File: config.mk
export PLATFORM = sky130hd
export DESIGN_NAME = hcbp_back
export DESIGN_NICKNAME = d
export VERILOG_FILES = /design/src/hw/rtl/hcbp_pkg.sv /design/src/hw/rtl/hcbp_back.sv
export VERILOG_INCLUDE_DIRS = /design/src /design/src/hw/rtl
export SDC_FILE = /design/constraint.sdc
export NUM_CORES = 1
export LEC_CHECK = 0
export BUFFER_PORTS_ARGS = -buffer_cell sky130_fd_sc_hd__buf_2
export CORE_MARGIN = 2
export CORE_UTILIZATION = 57
export DETAILED_ROUTE_END_ITERATION = 6
export PLACE_DENSITY = 0.81
export SLEW_MARGIN = 25
export SYNTH_ARGS = -nofsm -noshare
export SYNTH_HDL_FRONTEND = slang
export SYNTH_SLANG_ARGS = --single-unit
File: constraint.sdc
create_clock -name clk -period 2.9 [get_ports clk]
set_input_delay 0.87 -clock clk [delete_from_list [all_inputs] [get_ports clk]]
set_output_delay 0.87 -clock clk [all_outputs]
set_load 0.01 [all_outputs]
File: src/hw/rtl/huffman_code_bit_packer_macros.svh
// Assertion helpers, clocked on clk, off during rst.
`ifndef HUFFMAN_CODE_BIT_PACKER_MACROS_SVH
`define HUFFMAN_CODE_BIT_PACKER_MACROS_SVH

// ante implies cons in the same cycle
`define HCBP_ASSERT(label, ante, cons, msg) \
  label: assert property (@(posedge clk) disable iff (rst) (ante) |-> (cons)) \
    else $error(msg);

// ante implies cons in the next cycle
`define HCBP_ASSERT_NEXT(label, ante, cons, msg) \
  label: assert property (@(posedge clk) disable iff (rst) (ante) |=> (cons)) \
    else $error(msg);

`endif

File: src/hw/rtl/hcbp_pkg.sv
package hcbp_pkg;

  localparam int MAX_CODE_LEN = 16;
  localparam int CODE_W       = 16;
  localparam int LEN_W        = 5;
  localparam int SYM_W        = 8;
  localparam int EFF_LEN      = (MAX_CODE_LEN > CODE_W) ? CODE_W : MAX_CODE_LEN;
  localparam int ACC_W        = CODE_W + 7;
  localparam int CNT_W        = 5;
  localparam int FIFO_DEPTH   = 4;
  localparam int FIFO_AW      = 2;

  localparam logic [SYM_W-1:0] END_SYMBOL_RESET = 8'd36;

  localparam logic [1:0] ACT_LOAD   = 2'd0;
  localparam logic [1:0] ACT_ENCODE = 2'd1;
  localparam logic [1:0] ACT_FINISH = 2'd2;

  typedef struct packed {
    logic              fin;
    logic [LEN_W-1:0]  len;
    logic [CODE_W-1:0] code;
  } hcbp_entry_t;

  function automatic logic [CODE_W-1:0] code_mask(input logic [LEN_W-1:0] len);
    logic [CODE_W-1:0] m;
    m = '0;
    for (int i = 0; i < CODE_W; i++) begin
      m[i] = (LEN_W'(i) < len);
    end
    return m;
  endfunction

endpackage

File: src/hw/rtl/hcbp_back.sv
`include "huffman_code_bit_packer_macros.svh"

module hcbp_back (
  input  logic                  clk,
  input  logic                  rst,
  input  logic                  not_empty,
  input  hcbp_pkg::hcbp_entry_t pop_entry,
  output logic                  pop,
  output logic                  out_valid,
  input  logic                  out_ready,
  output logic [7:0]            out_byte,
  output logic                  out_last
);
  import hcbp_pkg::*;

  logic [ACC_W-1:0] acc;
  logic [CNT_W-1:0] cnt;
  logic             fin;
  logic             out_free;
  logic             emit;
  logic             is_last;
  logic [ACC_W-1:0] acc_e;
  logic [CNT_W-1:0] cnt_e;
  logic             fin_e;
  logic [ACC_W-1:0] acc_next;
  logic [CNT_W-1:0] cnt_next;
  logic             fin_next;

  assign out_free = !out_valid || out_ready;
  assign emit     = (cnt >= CNT_W'(8) || fin) && out_free;
  assign is_last  = fin && (cnt < CNT_W'(8));

  always_comb begin
    acc_e = acc;
    cnt_e = cnt;
    fin_e = fin;
    if (emit && is_last) begin
      acc_e = '0;
      cnt_e = '0;
      fin_e = 1'b0;
    end else if (emit) begin
      acc_e = acc >> 8;
      cnt_e = cnt - CNT_W'(8);
    end
  end

  assign pop = not_empty && !fin_e && (cnt_e < CNT_W'(8));

  always_comb begin
    acc_next = acc_e;
    cnt_next = cnt_e;
    fin_next = fin_e;
    if (pop) begin
      acc_next = acc_e | (ACC_W'(pop_entry.code) << cnt_e[2:0]);
      cnt_next = cnt_e + CNT_W'(pop_entry.len);
      fin_next = pop_entry.fin;
    end
  end

  always_ff @(posedge clk) begin
    if (rst) begin
      acc       <= '0;
      cnt       <= '0;
      fin       <= 1'b0;
      out_valid <= 1'b0;
      out_last  <= 1'b0;
      out_byte  <= '0;
    end else begin
      acc <= acc_next;
      cnt <= cnt_next;
      fin <= fin_next;
      if (emit) begin
        out_valid <= 1'b1;
        out_byte  <= acc[7:0];
        out_last  <= is_last;
      end else if (out_ready) begin
        out_valid <= 1'b0;
      end
    end
  end

  `HCBP_ASSERT(a_cnt_range, 1'b1, cnt <= CNT_W'(ACC_W), "accumulator count overrun")
  `HCBP_ASSERT_NEXT(a_last_clears, emit && is_last && !pop, cnt == '0 && !fin && out_last,
    "finish did not clear accumulator")

endmodule

* After elaboration in Yosys (flattened, before gate mapping)
Index checks and enable logic that the tools add are counted.
** Cells by class
- Add/sub/neg operators :: 2
- Magnitude comparators :: 3
- Shift operators :: 1
- Muxes and demuxes :: 10
- Bitwise gates (word level) :: 1
- Reductions and logical operators :: 10
** Operators with widths (number)
- $mux 23 :: 3
- $or 23x23->23 :: 1
- $shl 16x3->23 :: 1
- $mux 5 :: 3
- $lt 5x4->1 const B :: 2
- $add 5x5->5 :: 1
- $ge 5x4->1 const B :: 1
- $logic_and 1x1->1 :: 5
- $sub 5x4->5 const B :: 1
- $mux 1 :: 4
- $logic_not 1->1 :: 2
- $logic_or 1x1->1 :: 2
- $reduce_bool 2->1 :: 1
** Word-level totals
- Bits in registers :: 39
- Bits of input ports :: 26
- Output and inout bits :: 11
- Word-level logic and storage cells :: 33

* Logic depth before layout (Yosys ltp)
- Word-level depth :: 9
- Mapped depth :: 14
- Depth with buffers taken out :: 13

* Least setup slack after synthesis
Ideal clock, no wire load.
- Kind :: input port to flip-flop
- From :: input port out_ready
- To :: register cnt[4]
- Library setup time :: 0.130 ns
- Arrival time :: 2.607 ns
- Required time :: 2.770 ns
- Path slack :: 0.163 ns
- Stages :: 13
- Path buffers :: 2
- Cells stage by stage :: nor2b_1 buf_4 o21ai_4 inv_2 buf_6 ha_1 inv_1 fa_1 nand3b_1 a22o_1 nand2_1 xnor2_1 o22ai_1
** On the way
- Cells in the longest elaborated chain, start to end :: 8
- Elaborated cells on any way between the ends :: 12
- Classes of those cells :: add/sub: 1; order compare: 1; mux: 4; reduce/logical: 6
** Ends and longest elaborated chain
- start, declared :: RTL line hcbp_back.sv:10 : input logic out_ready,
- $logic_or 1x1->1 * :: RTL line hcbp_back.sv:29 : assign out_free = !out_valid || out_ready;
- $logic_and 1x1->1 * :: RTL line hcbp_back.sv:30 : assign emit = (cnt >= CNT_W'(8) || fin) && out_free;
- parallel branches: the longest is 5 deep, another holds $lt 5x4->1
- $mux 5 * :: RTL line hcbp_back.sv:53 : if (pop) begin
- end signal, assigned :: RTL line hcbp_back.sv:70 : cnt <= cnt_next;
- end, declared :: RTL line hcbp_back.sv:17 : logic [CNT_W-1:0] cnt;
Every way passes the cells marked *.
A chain may end at the register's enable or synchronous reset.

* Worst setup path after layout
- From :: register cnt[3]
- To :: output port pop
** On the way
- Cells in the longest elaborated chain, start to end :: 8
- Elaborated cells on any way between the ends :: 14
- Classes of those cells :: add/sub: 1; order compare: 3; mux: 3; reduce/logical: 7
** Ends and longest elaborated chain
- parallel branches: the longest is 7 deep, another holds $ge 5x4->1
- $logic_and 1x1->1 * :: RTL line hcbp_back.sv:47 : assign pop = not_empty && !fin_e && (cnt_e < CNT_W'(8));
- end, declared :: RTL line hcbp_back.sv:8 : output logic pop,
Marked as above.

==> results.md <==
- First-pass GRT wire length: 11600 µm
- Die Wd: 69.3 µm
- DIE AREA: 4800 µm²
- Ys Warns: 0
- Total Routing Usage GR: 0.294
- Routability cong.: 0.940
- Post-synth EDFFs: 0
- Maximum clock path buffer count: 2
- Setup TNS: 0 ns
- Clk Latency, worst-skew pair: 0.30 ns
- Largest net degree at the start of global routing: 25
- ANT cells: 0
- Routed WL: 6780 µm
- Static leakage: 0.00121 µW
- Clock transition at path regs: 0.08 ns
- Antenna viol nets, final: 0
- Post-Synthesis Cells: 304
- Cts hold-fix bufs: 0
- Number of global-route vias before repair: 2488
- Drt wl/cell: 17.1 µm
- Crit path required time: 2.03 ns
- R2R setup slack: 0.39 ns
- CP arrival: 1.84 ns
- Synth unique cells: 63
- Share of layout cells above drive strength 1: 0.213
- Final slew viol count: 0
- Initial core utilization: 0.598
- Mean Syn Cell Area: 7.98 µm²
- Post-synthesis sequential area ratio: 0.322
- Crit path capture: pop
- Synth Cell Area: 2430 µm²
- Hold_sp: acc[2]
- Syn-to-layout area delta: 17.7%
- Tmin final: 2.71 ns
- Number of fill cells: 352
- Die height: 69.3 µm
- Unrepaired setup endpoints after global routing: no
- Nets@finish: 377
- # setup viols final: 0
- #FFs+latches synth: 39
- Max-Cap Viols: 0
- Share of the synthesized area in the top cell type: 0.322
- Vias/cell: 6.38
- Initial antenna violation count: 0
- Placed cells: 389
- Largest area contributor in the netlist: dfxtp_1
- Crit Path Category: reg -> out
- RR Startpoint: cnt[3]
- Post-CTS Setup Bufs: 0
- Post-synth ARST share: 0
- Worst-path fanout max: 11
- Worst setup startpoint: cnt[3]
- Min-Delay Path Class: reg -> reg
- Worst R2R End: cnt[3]
- Via count: 2532
- Top-count cell post-synth: nand2_1
- Crit share post-route: 0.933
- CP endpoint kind: output port
- Top cells by area, synth: dfxtp_1 (32%), nand2_1 (7.7%), a21oi_1 (7.6%)
- VDD IR max: 0.724 mV
- Core area: 4060 µm²
- Relative slew margins: 0.586
- Clk_skew: 0.00667 ns
- DRC: 0
- CTS tree: yes
- Final hold slack: 0.450 ns
- CTS root buf: clkbuf_8
- CTS sink cnt: 39
- Finished Layout Cells: 397
- Num CTS Buffers: 5
- Synth top cells by count: nand2_1 (50), dfxtp_1 (39), a21oi_1 (37)
- Worst r2r path cells: 10
- Main synth FF type: dfxtp_1
- Fmax: 369 MHz
- Fin. Hold Viols: 0
- Input/output buffers: 36
- Boundary pin count: 37
- Num rows: 23
- Slew @ Worst Pin: 0.619 ns
- Outcome: complete, no violations
- Post-Synthesis Net Count: 335
- Iteration-0 DRC Markers: 287
- Pre-antenna DRT Iters: 5
- H-Tree Depth: 2
- Post-DP HPWL: 5060 µm
- Total grt overflow: 0
- Pwr/cell area: 1050 nW/µm²
- Startpoint Class: flop
[state kept, by name, summed over array words and instances, names as in the netlist]
name / flops
acc: 23
cnt: 5
fin: 1
out_byte: 8
out_last: 1
out_valid: 1
[worst min path at each step]
stage / to / slack (ns) / cells after the start
floorplan: out_byte[3] / 0.43 / 2
global placement: out_byte[7] / 0.44 / 2
detailed placement: out_byte[2] / 0.44 / 2
CTS: out_byte[2] / 0.45 / 2
global route: out_byte[7] / 0.48 / 2
finish: out_byte[2] / 0.45 / 2
[layout make-up]
type / instances / area [µm²] / area share
timing repair buffer: 54 / 340 / 0.119
multi-input combinational: 232 / 1510 / 0.528
sequential: 39 / 781 / 0.273
clock buffer: 5 / 68.8 / 0.0241
tap: 50 / 62.6 / 0.0219
clock inverter: 3 / 43.8 / 0.0153
inverter: 14 / 52.6 / 0.0184
[placed cells by master, fill, tap and decap left out, types with 5 or more instances in the layout]
| cell | netlist | final |
|---|---|---|
| inv_1 | 12 | 12 |
| nand3_1 | 5 | 5 |
| buf_2 | 4 | 36 |
| a211oi_1 | 8 | 8 |
| mux2_2 | 5 | 5 |
| a221o_1 | 6 | 6 |
| clkbuf_8 | 0 | 5 |
| a211o_1 | 8 | 8 |
| nor2_1 | 19 | 19 |
| a21oi_1 | 37 | 37 |
| buf_4 | 1 | 16 |
| o21ai_0 | 5 | 5 |
| dfxtp_1 | 39 | 39 |
| mux2i_1 | 10 | 10 |
| nand2_1 | 50 | 50 |
[what timing repair did]
action / 4_1_cts / 5_1_grt
hold endpoints to repair: 0 / 0
resized for setup: 0 / 1
endpoints found under the setup margin: 0 / 1
[critical path, cell delays in order (launching register included)]
cell and delay (ns):
dfxtp_1 0.37, inv_1 0.08, ha_2 0.31, nor2b_1 0.30
o22ai_1 0.14, nand3_2 0.11, clkinv_1 0.08, buf_2 0.14
[cells by family after synthesis]
group | Yosys count | share of synthesized area
fa+ha+maj | 6 | 0.0330
flops | 39 | 0.322
mux | 16 | 0.0737
compound gates | 106 | 0.308
simple gates | 101 | 0.195
xor+xnor | 3 | 0.0108
buf+inv | 33 | 0.0577
[report_power, final]
part	internal (µW)	total (µW)	leakage (µW)	switching, µW
combinational	706	1680	0.000837	974
clock	256	458	0.0000581	202
sequential	707	853	0.000318	147
total	1670	2990	0.00121	1320
[through the flow]
step,utilization,cell area (µm²),power [µW],setup slack (ns)
floorplan,-,2430,1990,0.163
global placement,0.676,2740,2470,0.0790
detailed placement,0.676,2740,2500,0.0183
CTS,0.704,2860,2960,0.0899
global route,0.704,2860,3210,0.0127
finish,0.704,2860,2990,0.193
[layer usage]
metal  global-route usage  up-vias  part of all wire
met5                    0        -                 0
met4                0.139        0             0.032
met3               0.0610       20             0.066
met2                0.471      112              0.48
met1                0.379     1185              0.42
li1                     -     1215                 -
(Power assumes the default switching activity.)
