[src/hw/rtl/huffman_code_bit_packer_macros.svh]
// Assertion helpers, clocked on clk, off during rst.
`ifndef HUFFMAN_CODE_BIT_PACKER_MACROS_SVH
`define HUFFMAN_CODE_BIT_PACKER_MACROS_SVH

// ante implies cons in the same cycle
`define HCBP_ASSERT(label, ante, cons, msg) \
  label: assert property (@(posedge clk) disable iff (rst) (ante) |-> (cons)) \
    else $error(msg);

// ante implies cons in the next cycle
`define HCBP_ASSERT_NEXT(label, ante, cons, msg) \
  label: assert property (@(posedge clk) disable iff (rst) (ante) |=> (cons)) \
    else $error(msg);

`endif

[src/hw/rtl/hcbp_pkg.sv]
package hcbp_pkg;

  localparam int MAX_CODE_LEN = 16;
  localparam int CODE_W       = 16;
  localparam int LEN_W        = 5;
  localparam int SYM_W        = 8;
  localparam int EFF_LEN      = (MAX_CODE_LEN > CODE_W) ? CODE_W : MAX_CODE_LEN;
  localparam int ACC_W        = CODE_W + 7;
  localparam int CNT_W        = 5;
  localparam int FIFO_DEPTH   = 4;
  localparam int FIFO_AW      = 2;

  localparam logic [SYM_W-1:0] END_SYMBOL_RESET = 8'd36;

  localparam logic [1:0] ACT_LOAD   = 2'd0;
  localparam logic [1:0] ACT_ENCODE = 2'd1;
  localparam logic [1:0] ACT_FINISH = 2'd2;

  typedef struct packed {
    logic              fin;
    logic [LEN_W-1:0]  len;
    logic [CODE_W-1:0] code;
  } hcbp_entry_t;

  function automatic logic [CODE_W-1:0] code_mask(input logic [LEN_W-1:0] len);
    logic [CODE_W-1:0] m;
    m = '0;
    for (int i = 0; i < CODE_W; i++) begin
      m[i] = (LEN_W'(i) < len);
    end
    return m;
  endfunction

endpackage

[src/hw/rtl/hcbp_fifo.sv]
`include "huffman_code_bit_packer_macros.svh"

module hcbp_fifo (
  input  logic                  clk,
  input  logic                  rst,
  input  logic                  push,
  input  hcbp_pkg::hcbp_entry_t push_entry,
  output logic                  full,
  input  logic                  pop,
  output hcbp_pkg::hcbp_entry_t pop_entry,
  output logic                  not_empty
);
  import hcbp_pkg::*;

  hcbp_entry_t          slots [FIFO_DEPTH];
  logic [FIFO_AW-1:0]   wr_ptr;
  logic [FIFO_AW-1:0]   rd_ptr;
  logic [FIFO_AW:0]     count;

  assign full      = (count == (FIFO_AW+1)'(FIFO_DEPTH));
  assign not_empty = (count != '0);
  assign pop_entry = slots[rd_ptr];

  always_ff @(posedge clk) begin
    if (push) begin
      slots[wr_ptr] <= push_entry;
    end
  end

  always_ff @(posedge clk) begin
    if (rst) begin
      wr_ptr <= '0;
      rd_ptr <= '0;
      count  <= '0;
    end else begin
      if (push) wr_ptr <= wr_ptr + 1'b1;
      if (pop)  rd_ptr <= rd_ptr + 1'b1;
      count <= count + (FIFO_AW+1)'(push) - (FIFO_AW+1)'(pop);
    end
  end

  `HCBP_ASSERT(a_count_max, 1'b1, count <= (FIFO_AW+1)'(FIFO_DEPTH), "queue overflow")

endmodule

[config.mk]
export PLATFORM = sky130hd
export DESIGN_NAME = hcbp_fifo
export DESIGN_NICKNAME = d
export VERILOG_FILES = /design/src/hw/rtl/hcbp_pkg.sv /design/src/hw/rtl/hcbp_fifo.sv
export VERILOG_INCLUDE_DIRS = /design/src /design/src/hw/rtl
export SDC_FILE = /design/constraint.sdc
export NUM_CORES = 1
export LEC_CHECK = 0
export BUFFER_PORTS_ARGS = -buffer_cell sky130_fd_sc_hd__clkbuf_2
export CORE_MARGIN = 1
export CORE_UTILIZATION = 55
export CTS_CLUSTER_SIZE = 24
export DETAILED_ROUTE_END_ITERATION = 6
export GPL_ROUTABILITY_DRIVEN = 0
export PLACE_DENSITY = 0.77
export SYNTH_ARGS = -nofsm -noshare
export SYNTH_HDL_FRONTEND = slang
export SYNTH_SLANG_ARGS = --single-unit
[constraint.sdc]
create_clock -name clk -period 1.7 [get_ports clk]
set_input_delay 0.17 -clock clk [delete_from_list [all_inputs] [get_ports clk]]
set_output_delay 0.17 -clock clk [all_outputs]
set_load 0.02 [all_outputs]
Word level (Yosys, flattened, before mapping)
Memories as Yosys holds them, arrays and structs flattened. A register that Yosys moved wholly into a read port is not among the register bits.
Index checks and enable logic that the tools add are counted.

word-level totals
  register bits after elaboration = 7
  memory bits (writable) = 88
  input bits = 26
  output and inout bits = 24
  word-level logic and storage cells = 14
  memories kept = 1

operators by class
  add/subtract/negate cells = 4
  eq/ne operators = 1
  muxes and demuxes = 4
  reductions and logical operators = 1

memories
  name   depth  bits a word  rd ports  clocked after Yosys merged registers in  wr ports  RTL line         RTL
  slots  4      22           1         1                                        1         hcbp_fifo.sv:15  hcbp_entry_t slots [FIFO_DEPTH];

operators by type and width
  cell                                                            number
  2-bit by 1-bit adder with 2-bit output (second input constant)  2
  2-bit two-way mux                                               2
  3-bit by 1-bit adder with 3-bit output                          1
  3-bit == test (second input constant)                           1
  3-bit nonzero test                                              1
  3-bit by 1-bit subtractor with 3-bit output                     1
  1-bit two-way mux                                               2

Logic depth before layout (Yosys ltp)
Gate-level depths: netlist of the first run.

  word-level depth = 3
  depth in mapped cells = 7
  depth with buffers taken out = 7

Least setup slack after synthesis of the first run
OpenSTA, ideal clock, no wires.

  kind = reg2reg
  start point = register count[0]
  end point = register count[2]
  setup time = 110 ps
  data arrival time = 1382 ps
  data required time = 1590 ps
  slack = 208 ps
  cell stages (with the launch flop) = 8
  path buffers = 0
  clock period less this slack = 1492 ps
  cell sequence = dfxtp_1 > inv_1 > ha_1 > inv_1 > ha_1 > fa_1 > xor3_1 > nor2_1

on the way
  longest elaborated chain between the ends = 2

RTL lines
  what                                         RTL line         RTL
  start, declared                              hcbp_fifo.sv:18  logic [FIFO_AW:0] count;
  start signal, assigned                       hcbp_fifo.sv:38  count <= count + (FIFO_AW+1)'(push) - (FIFO_AW+1)'(pop);
  3-bit by 1-bit adder with 3-bit output       hcbp_fifo.sv:38
  3-bit by 1-bit subtractor with 3-bit output  hcbp_fifo.sv:38

Every way passes these cells.
A chain may end at the register's enable or synchronous reset.

==> results.cfg, run 1 <==
[detailed_routing]
avgViaCountPerCell = 5.61
first_pass_iters = 4
drc = 0
routedWlPerCell_um = 18.0
dr_total_vias = 1700
ant_nets = 0
drt_iter0_markers = 118
wl_mm = 5.46

[power]
total_power_uw = 5050
ir_worst_vdd_mv = 0.876
p_leak_uw = 0.00154
power_density_nw_per_um2 = 1160
clkPwrFrac_pct = 30.5
sequentialPowerShare_pct = 55.1
p_int_uw = 3910
netSwitchingPower_uw = 1140
p_sw_share_pct = 22.6
pwr-share-comb_pct = 14.4

[setup_path]
crit_arrival_ns = 1.61
crit_type = flop to primary output
worst-endpoint-required_ns = 1.53
cp-start-kind = flop
end_kind = primary output
crit_fanout = 9

[final_layout]
num_antenna_cells = 0
final_nets = 255
layout-drive-gt1-share_pct = 42.0
final_cell_area_um2 = 4340
syn2layout_area_growth_pct = 20.0

[timing]
worstMarginPinSlew_ns = 0.200
skew_ns = 0.00595
hold_viol = 0
rsz0062_at_grt = true
drv_slew = 0
fmax_mhz = 563
maxSlewHeadroom_pct = 86.7
finalSetupViolations = 20
period_minus_slack_ns = 1.78
setup_ws_ns = -0.0767
post-route-period-util_pct = 105

[grt]
grt_pass1_wl_mm = 9.14
grtUsageTotal_pct = 18.0
grt_max_degree = 23
antenna_found_initial = 0
grt_pass1_vias = 1885
grt-ovfl-total = 0

[logic_synthesis]
synth_area_um2 = 3620
syn-instance-count = 156
seq_area_frac_synth_pct = 78.0
syn_nets = 189
synth_cell_types = 20
synth-seq-cells = 97
yosysWarnings = 0
synth.avg_cell_area_um2 = 23.2

[clock_network]
cts.sinks = 97
cts_root_buf = clkbuf_8
htree_levels = 3
insertion_delay_ns = 0.35
post-cts-setup-buffer-count = 0
clkTransAtPathRegs_ns = 0.09
clockBufferDepth = 2
cts_tree = yes
cts_buffers = 9

[floorplan]
num_rows = 29
coreArea_um2 = 6350
die_w_um = 83.1
num_io_pins = 50
die_y_um = 83.1
dieArea_um2 = 6910
start_util_pct = 57.0

[run_status]
violations = setup timing
status = finished with violations

[hold_path]
hold_path_class = input port to flop

[place]
hpwl_mm = 3.65
port_buffers = 49
dp_worst_setup_slack_ns = 0.108
place_area_um2 = 4070

[job]
drv_cap = 0
-- registers in the layout, summed over array words and instances, names as in the netlist, named ones only --
name and flops:
rd_ptr 2, slots 88, wr_ptr 2, count 3
-- final timing paths --
kind              cells past startpoint  slack [ns]     startpoint       endpoint
setup / recovery                      3       -0.08           flop  pop_entry[19]
hold / removal                        1        0.03  push_entry[9]    slots[0][9]
setup reg to reg                      7        0.10       count[0]       count[2]
hold reg to reg                       2        0.55      rd_ptr[1]      rd_ptr[1]
-- cells in the final DEF, fill, tap and decap left out --
| cell | count |
|---|---|
| dfxtp_4 | 1 |
| bufinv_16 | 2 |
| nand3b_1 | 1 |
| buf_4 | 4 |
| nor2b_1 | 2 |
| dfxtp_1 | 8 |
| clkbuf_8 | 9 |
| edfxtp_1 | 88 |
| buf_6 | 11 |
| xnor2_1 | 2 |
| ha_1 | 6 |
| a21bo_2 | 1 |
| and3_1 | 1 |
| a21oi_1 | 1 |
| clkinv_1 | 1 |
| mux4_1 | 2 |
| or3_1 | 1 |
| inv_6 | 1 |
| xor3_1 | 1 |
| clkinv_2 | 2 |
| clkbuf_2 | 29 |
| mux4_2 | 20 |
| buf_2 | 10 |
| buf_12 | 5 |
| fa_1 | 1 |
| and2_1 | 4 |
| mux2i_1 | 1 |
| nor2_1 | 5 |
| inv_1 | 6 |
-- through the flow --
stage | setup TNS, ns | utilization [%] | cells | hold WS (ns)
after floorplan | 0 | - | 156 | 0.242
after global placement | 0 | 64.0 | 288 | 0.383
after detailed placement | 0 | 64.0 | 288 | 0.392
after CTS | -1.72 | 67.4 | 303 | 0.0130
after global routing | -2.12 | 68.4 | 303 | 0.0148
final | -0.955 | 68.4 | 303 | 0.0292
-- cells in the mapped netlist --
cell / number / area [um^2]
or3_1: 1 / 6.26
buf_2: 2 / 10.0
xnor2_1: 2 / 17.5
xor3_1: 1 / 23.8
a21bo_2: 1 / 10.0
buf_6: 2 / 22.5
ha_1: 6 / 75.1
inv_1: 6 / 22.5
and3_1: 1 / 6.26
edfxtp_1: 88 / 2640
dfxtp_1: 9 / 180
fa_1: 1 / 20.0
mux4_1: 2 / 52.6
mux2i_1: 1 / 10.0
nor2_1: 5 / 18.8
and2_1: 4 / 25.0
mux4_2: 20 / 450
nor2b_1: 2 / 12.5
a21oi_1: 1 / 5.00
nand3b_1: 1 / 7.51
-- power by group through the flow --
stage	Combinational, uW	Sequential [uW]	Clock [uW]
after floorplan	450	2820	0
after global placement	662	2830	0
after detailed placement	689	2840	0
after CTS	693	2790	1580
after global routing	783	2800	1660
final	726	2790	1540
-- area by class of cell --
class / instances / area, um^2
Clock inverter: 6 / 82.6
Tap cell: 77 / 96.3
Timing Repair Buffer: 59 / 449
Sequential cell: 97 / 2830
Fill cell: 369 / 2010
Clock buffer: 9 / 124
Inverter: 6 / 22.5
Multi-Input combinational cell: 49 / 741
-- critical path: stages (launching register included) --
cell	delay, ns
dfxtp_4	0.42
buf_12	0.16
mux4_2	0.51
clkbuf_2	0.17
-- cell families after synthesis --
| family | share of synthesized area, % |
|---|---|
| adder cells (fa/ha/maj) | 2.63 |
| multiplexers | 14.2 |
| flip-flops | 78.0 |
| XOR/XNOR | 1.14 |
| AND/OR/NAND/NOR | 2.11 |
| buffers and inverters | 1.52 |
| AO/OA/AOI/OAI | 0.415 |
-- layer usage --
layer  vias up  GRT usage, %  part of all wire, %
li1        772             -                    -
met1       866          21.2                   40
met2        45          29.8                   53
met3        17          5.07                  4.2
met4         0          10.7                  3.2
met5         -             0                    0
-- repair_timing --
action / CTS / global route
hold buffers: 0 / 0
resized for setup: 2 / 40
setup endpoints to repair: 22 / 22
No activity file was read; power rests on OpenSTA's default activity.
==> inputs of run 2 (changes only) <==
--- a/config.mk
+++ b/config.mk
@@ -13,6 +13,7 @@
 export DETAILED_ROUTE_END_ITERATION = 6
 export GPL_ROUTABILITY_DRIVEN = 0
 export PLACE_DENSITY = 0.77
+export SETUP_SLACK_MARGIN = 0.5
 export SYNTH_ARGS = -nofsm -noshare
 export SYNTH_HDL_FRONTEND = slang
 export SYNTH_SLANG_ARGS = --single-unit
==> results.cfg, run 2 (synthesized netlist as in run 1, its figures left out) <==
[timing]
finalSetupViolations = 20
drv_slew = 0
setup_tns_ns = -0.662
skew_ns = 0.00895
hold_viol = 0
worstMarginPinSlew_ns = 0.482
maxSlewHeadroom_pct = 67.9
setup_ws_ns = -0.0672
period_minus_slack_ns = 1.77
rsz0062_at_grt = true
post-route-period-util_pct = 104
fmax_mhz = 566

[final_layout]
final_nets = 266
most-common-layout-cells = edfxtp_1, clkbuf_2, mux4_2, and2_4
layout-drive-gt1-share_pct = 54.6
syn2layout_area_growth_pct = 25.2
layout_commonest_cell = edfxtp_1
num_antenna_cells = 0
largest_register_ffs = 88
reg_top3 = slots: 88 flops, count: 3 flops
top_register = slots

[detailed_routing]
ant_nets = 0
drc = 0
avgViaCountPerCell = 5.75
dr_total_vias = 1811
routedWlPerCell_um = 21.3
drt_iter0_markers = 76
first_pass_iters = 4
wl_mm = 6.69

[grt]
grt-ovfl-total = 0
antenna_found_initial = 0
grt_max_degree = 23
grt_pass1_wl_mm = 10.0
grtUsageTotal_pct = 20.3
grt_pass1_vias = 1913

[setup_path]
crit_fanout = 10
crit_arrival_ns = 1.60
path_cells = buf_12, mux4_2, clkbuf_2
crit_buf_inv = 2
cp_top_family = multiplexers
end_kind = primary output
cpPeakStageDelay_ns = 0.51
worst-endpoint-required_ns = 1.53
cp-start-kind = flop
slowest_stage = mux4_2
crit_type = flop to primary output

[place]
port_buffers = 49
hpwl_mm = 3.68
dp_worst_setup_slack_ns = 0.130

[clock_network]
cts_root_buf = clkbuf_8
cts_buffers = 9
cts_tree = yes
clockBufferDepth = 2
insertion_delay_ns = 0.35
cts.sinks = 97
clkTransAtPathRegs_ns = 0.08
htree_levels = 3

[hold_path]
hold_path_class = input port to flop

[floorplan]
die_w_um = 83.1
coreArea_um2 = 6350
start_util_pct = 57.0
num_rows = 29
num_io_pins = 50
die_y_um = 83.1
dieArea_um2 = 6910

[power]
p_leak_uw = 0.00158
clkPwrFrac_pct = 27.1
p_int_uw = 3910
ir_worst_vdd_mv = 0.944
pwr-share-comb_pct = 18.2
netSwitchingPower_uw = 1210
p_sw_share_pct = 23.6
total_power_uw = 5120
sequentialPowerShare_pct = 54.7
power_density_nw_per_um2 = 1130

[run_status]
status = finished with violations
violations = setup timing

[job]
drv_cap = 0
## run 2: timing repair
item / in CTS / in global routing
cloned: 10 / 2
hold buffers: 0 / 0
pin swaps: 2 / 2
buffers inserted: 2 / 4
gates resized for setup: 39 / 50
setup endpoints to repair: 114 / 92
## run 2: worst paths after layout
kind | to | slack, ns | start | depth (start not counted)
worst max-delay path | pop_entry[10] | -0.07 | flop | 3
worst max register to register | count[1] | 0.15 | count[0] | 6
worst min register to register | rd_ptr[1] | 0.54 | rd_ptr[1] | 2
worst min-delay path | slots[1][1] | 0.04 | push_entry[1] | 1
## run 2: layout make-up
type | count | area, um^2
Multi-Input combinational cell | 61 | 943
Fill cell | 362 | 1820
Sequential cell | 97 | 2840
Tap cell | 77 | 96.3
Inverter | 6 | 27.5
Clock inverter | 6 | 58.8
Timing Repair Buffer | 58 | 439
Clock buffer | 10 | 128
## run 2: metrics by stage
stage	area, um^2	utilization (%)	cells	hold WS (ns)
after floorplan	3640	-	156	0.233
after global placement	3990	62.9	281	0.384
after detailed placement	3990	62.9	281	0.392
after CTS	4390	69.1	309	0.0277
after global routing	4530	71.3	315	0.0172
final	4530	71.3	315	0.0379
## run 2: power by group through the flow
stage | logic [uW] | registers (uW) | clock network (uW)
after detailed placement | 663 | 2850 | 0
after global placement | 638 | 2830 | 0
after CTS | 807 | 2800 | 1410
final | 933 | 2800 | 1390
after global routing | 987 | 2810 | 1510
after floorplan | 461 | 2820 | 0
## run 2: routing by layer
layer  part of all wire (%)  GRT usage, %
met5                      0             0
met2                     54          35.0
met1                     39          24.6
met3                    5.4          6.06
met4                    1.7          6.74
## run 2: worst reg2reg max path: stages, from the launching register on
cell and delay, ns:
dfxtp_2 0.35, inv_2 0.06, ha_4 0.27, inv_4 0.04, ha_4 0.15, fa_2 0.51, nor2b_4 0.12
==> inputs of run 3 (changes only) <==
--- a/config.mk
+++ b/config.mk
@@ -14,6 +14,7 @@
 export GPL_ROUTABILITY_DRIVEN = 0
 export PLACE_DENSITY = 0.77
 export SETUP_SLACK_MARGIN = 0.5
+export SKIP_CTS_REPAIR_TIMING = 1
 export SYNTH_ARGS = -nofsm -noshare
 export SYNTH_HDL_FRONTEND = slang
 export SYNTH_SLANG_ARGS = --single-unit
==> results.cfg, run 3 (synthesized netlist as in run 1, its figures left out) <==
[timing]
period_minus_slack_ns = 1.76
worstMarginPinSlew_ns = 0.430
maxSlewHeadroom_pct = 71.3
fmax_mhz = 569
finalSetupViolations = 20
hold_viol = 0
post-route-period-util_pct = 103
skew_ns = 0.00790
drv_slew = 0
setup_ws_ns = -0.0581
rsz0062_at_grt = true

[floorplan]
num_io_pins = 50
die_w_um = 83.1
die_y_um = 83.1
coreArea_um2 = 6350
start_util_pct = 57.0
num_rows = 29
dieArea_um2 = 6910

[grt]
grtUsageTotal_pct = 17.4
grt_pass1_vias = 1777
grt-ovfl-total = 0
grt_pass1_wl_mm = 8.78
antenna_found_initial = 0
grt_max_degree = 23

[setup_path]
worst-endpoint-required_ns = 1.53
crit_arrival_ns = 1.59
crit_fanout = 10
cp-start-kind = flop
crit_type = flop to primary output
path_cells = buf_12, mux4_2, clkbuf_2
r2r_slack_ns = 0.16
cpPeakStageDelay_ns = 0.51
end_kind = primary output
slowest_stage = mux4_2

[detailed_routing]
wl_mm = 6.51
first_pass_iters = 4
dr_total_vias = 1781
routedWlPerCell_um = 20.9
ant_nets = 0
avgViaCountPerCell = 5.71
drt_iter0_markers = 59
drc = 0

[final_layout]
num_antenna_cells = 0
most-common-layout-cells = edfxtp_1, clkbuf_2, mux4_2, buf_6, and2_4
reg_top3 = slots: 88 flops, count: 3 flops
layout-drive-gt1-share_pct = 53.2
syn2layout_area_growth_pct = 23.0
largest_register_ffs = 88
layout_commonest_cell = edfxtp_1
final_nets = 263
multi_input_area_um2 = 902
register_area_um2 = 2830
post_layout_nonfiller_instances = 312
utilization_pct = 70.1
top_register = slots
fill_cells = 375

[clock_network]
cts_buffers = 9
cts_root_buf = clkbuf_8
htree_levels = 3
cts.sinks = 97
clockBufferDepth = 2
cts_tree = yes
insertion_delay_ns = 0.34
clkTransAtPathRegs_ns = 0.08

[place]
hpwl_mm = 3.68
port_buffers = 49
dpl.cell_count = 281

[job]
drv_cap = 0

[power]
pwr-share-comb_pct = 17.3
total_power_uw = 5060
p_int_uw = 3870
clkPwrFrac_pct = 27.4
sequentialPowerShare_pct = 55.3
p_sw_share_pct = 23.5
power_density_nw_per_um2 = 1140
ir_worst_vdd_mv = 0.736
p_leak_uw = 0.00155
netSwitchingPower_uw = 1190

[hold_path]
hold_path_class = input port to flop

[run_status]
violations = setup timing
status = finished with violations
## run 3: layer usage
metal	up-vias	wire length, um	GRT usage (%)
met4	0	93	8.78
met5	-	0	0
met1	907	2650	20.2
met2	76	3370	29.5
li1	790	-	-
met3	8	398	5.17
## run 3: layout make-up
type                            count  area share (%)
Clock buffer                       10            2.87
Clock inverter                      6            1.32
Inverter                            6           0.506
Tap cell                           77            2.17
Multi-Input combinational cell     59            20.3
Timing Repair Buffer               57            9.20
Sequential cell                    97            63.7
## run 3: worst paths after layout
check                      from  cells after the start             to
setup reg to reg       count[0]                      6       count[1]
hold reg to reg       rd_ptr[1]                      2      rd_ptr[1]
hold / removal    push_entry[9]                      1    slots[3][9]
setup / recovery           flop                      3  pop_entry[10]
## run 3: worst max-delay path, delay by kind of cell (launching register included)
family	cells	cell delay, ns
buf+inv	2	0.33
mux	1	0.51
flops	1	0.40
## run 3: power by group through the flow
stage | clock network (uW) | registers (uW) | logic [uW]
final | 1390 | 2800 | 873
after global routing | 1510 | 2810 | 929
after CTS | 1410 | 2790 | 665
after detailed placement | 0 | 2850 | 663
after global placement | 0 | 2830 | 638
after floorplan | 0 | 2820 | 461
## run 3: per-stage QoR
| stage | hold WS (ns) | area (um^2) | setup TNS [ns] | setup slack, ns |
|---|---|---|---|---|
| after floorplan | 0.233 | 3640 | 0 | 0.225 |
| after global placement | 0.384 | 3990 | 0 | 0.205 |
| after global routing | 0.0188 | 4450 | -1.71 | -0.112 |
| final | 0.0413 | 4450 | -0.552 | -0.0581 |
| after detailed placement | 0.392 | 3990 | 0 | 0.130 |
| after CTS | 0.0277 | 4180 | -1.91 | -0.143 |
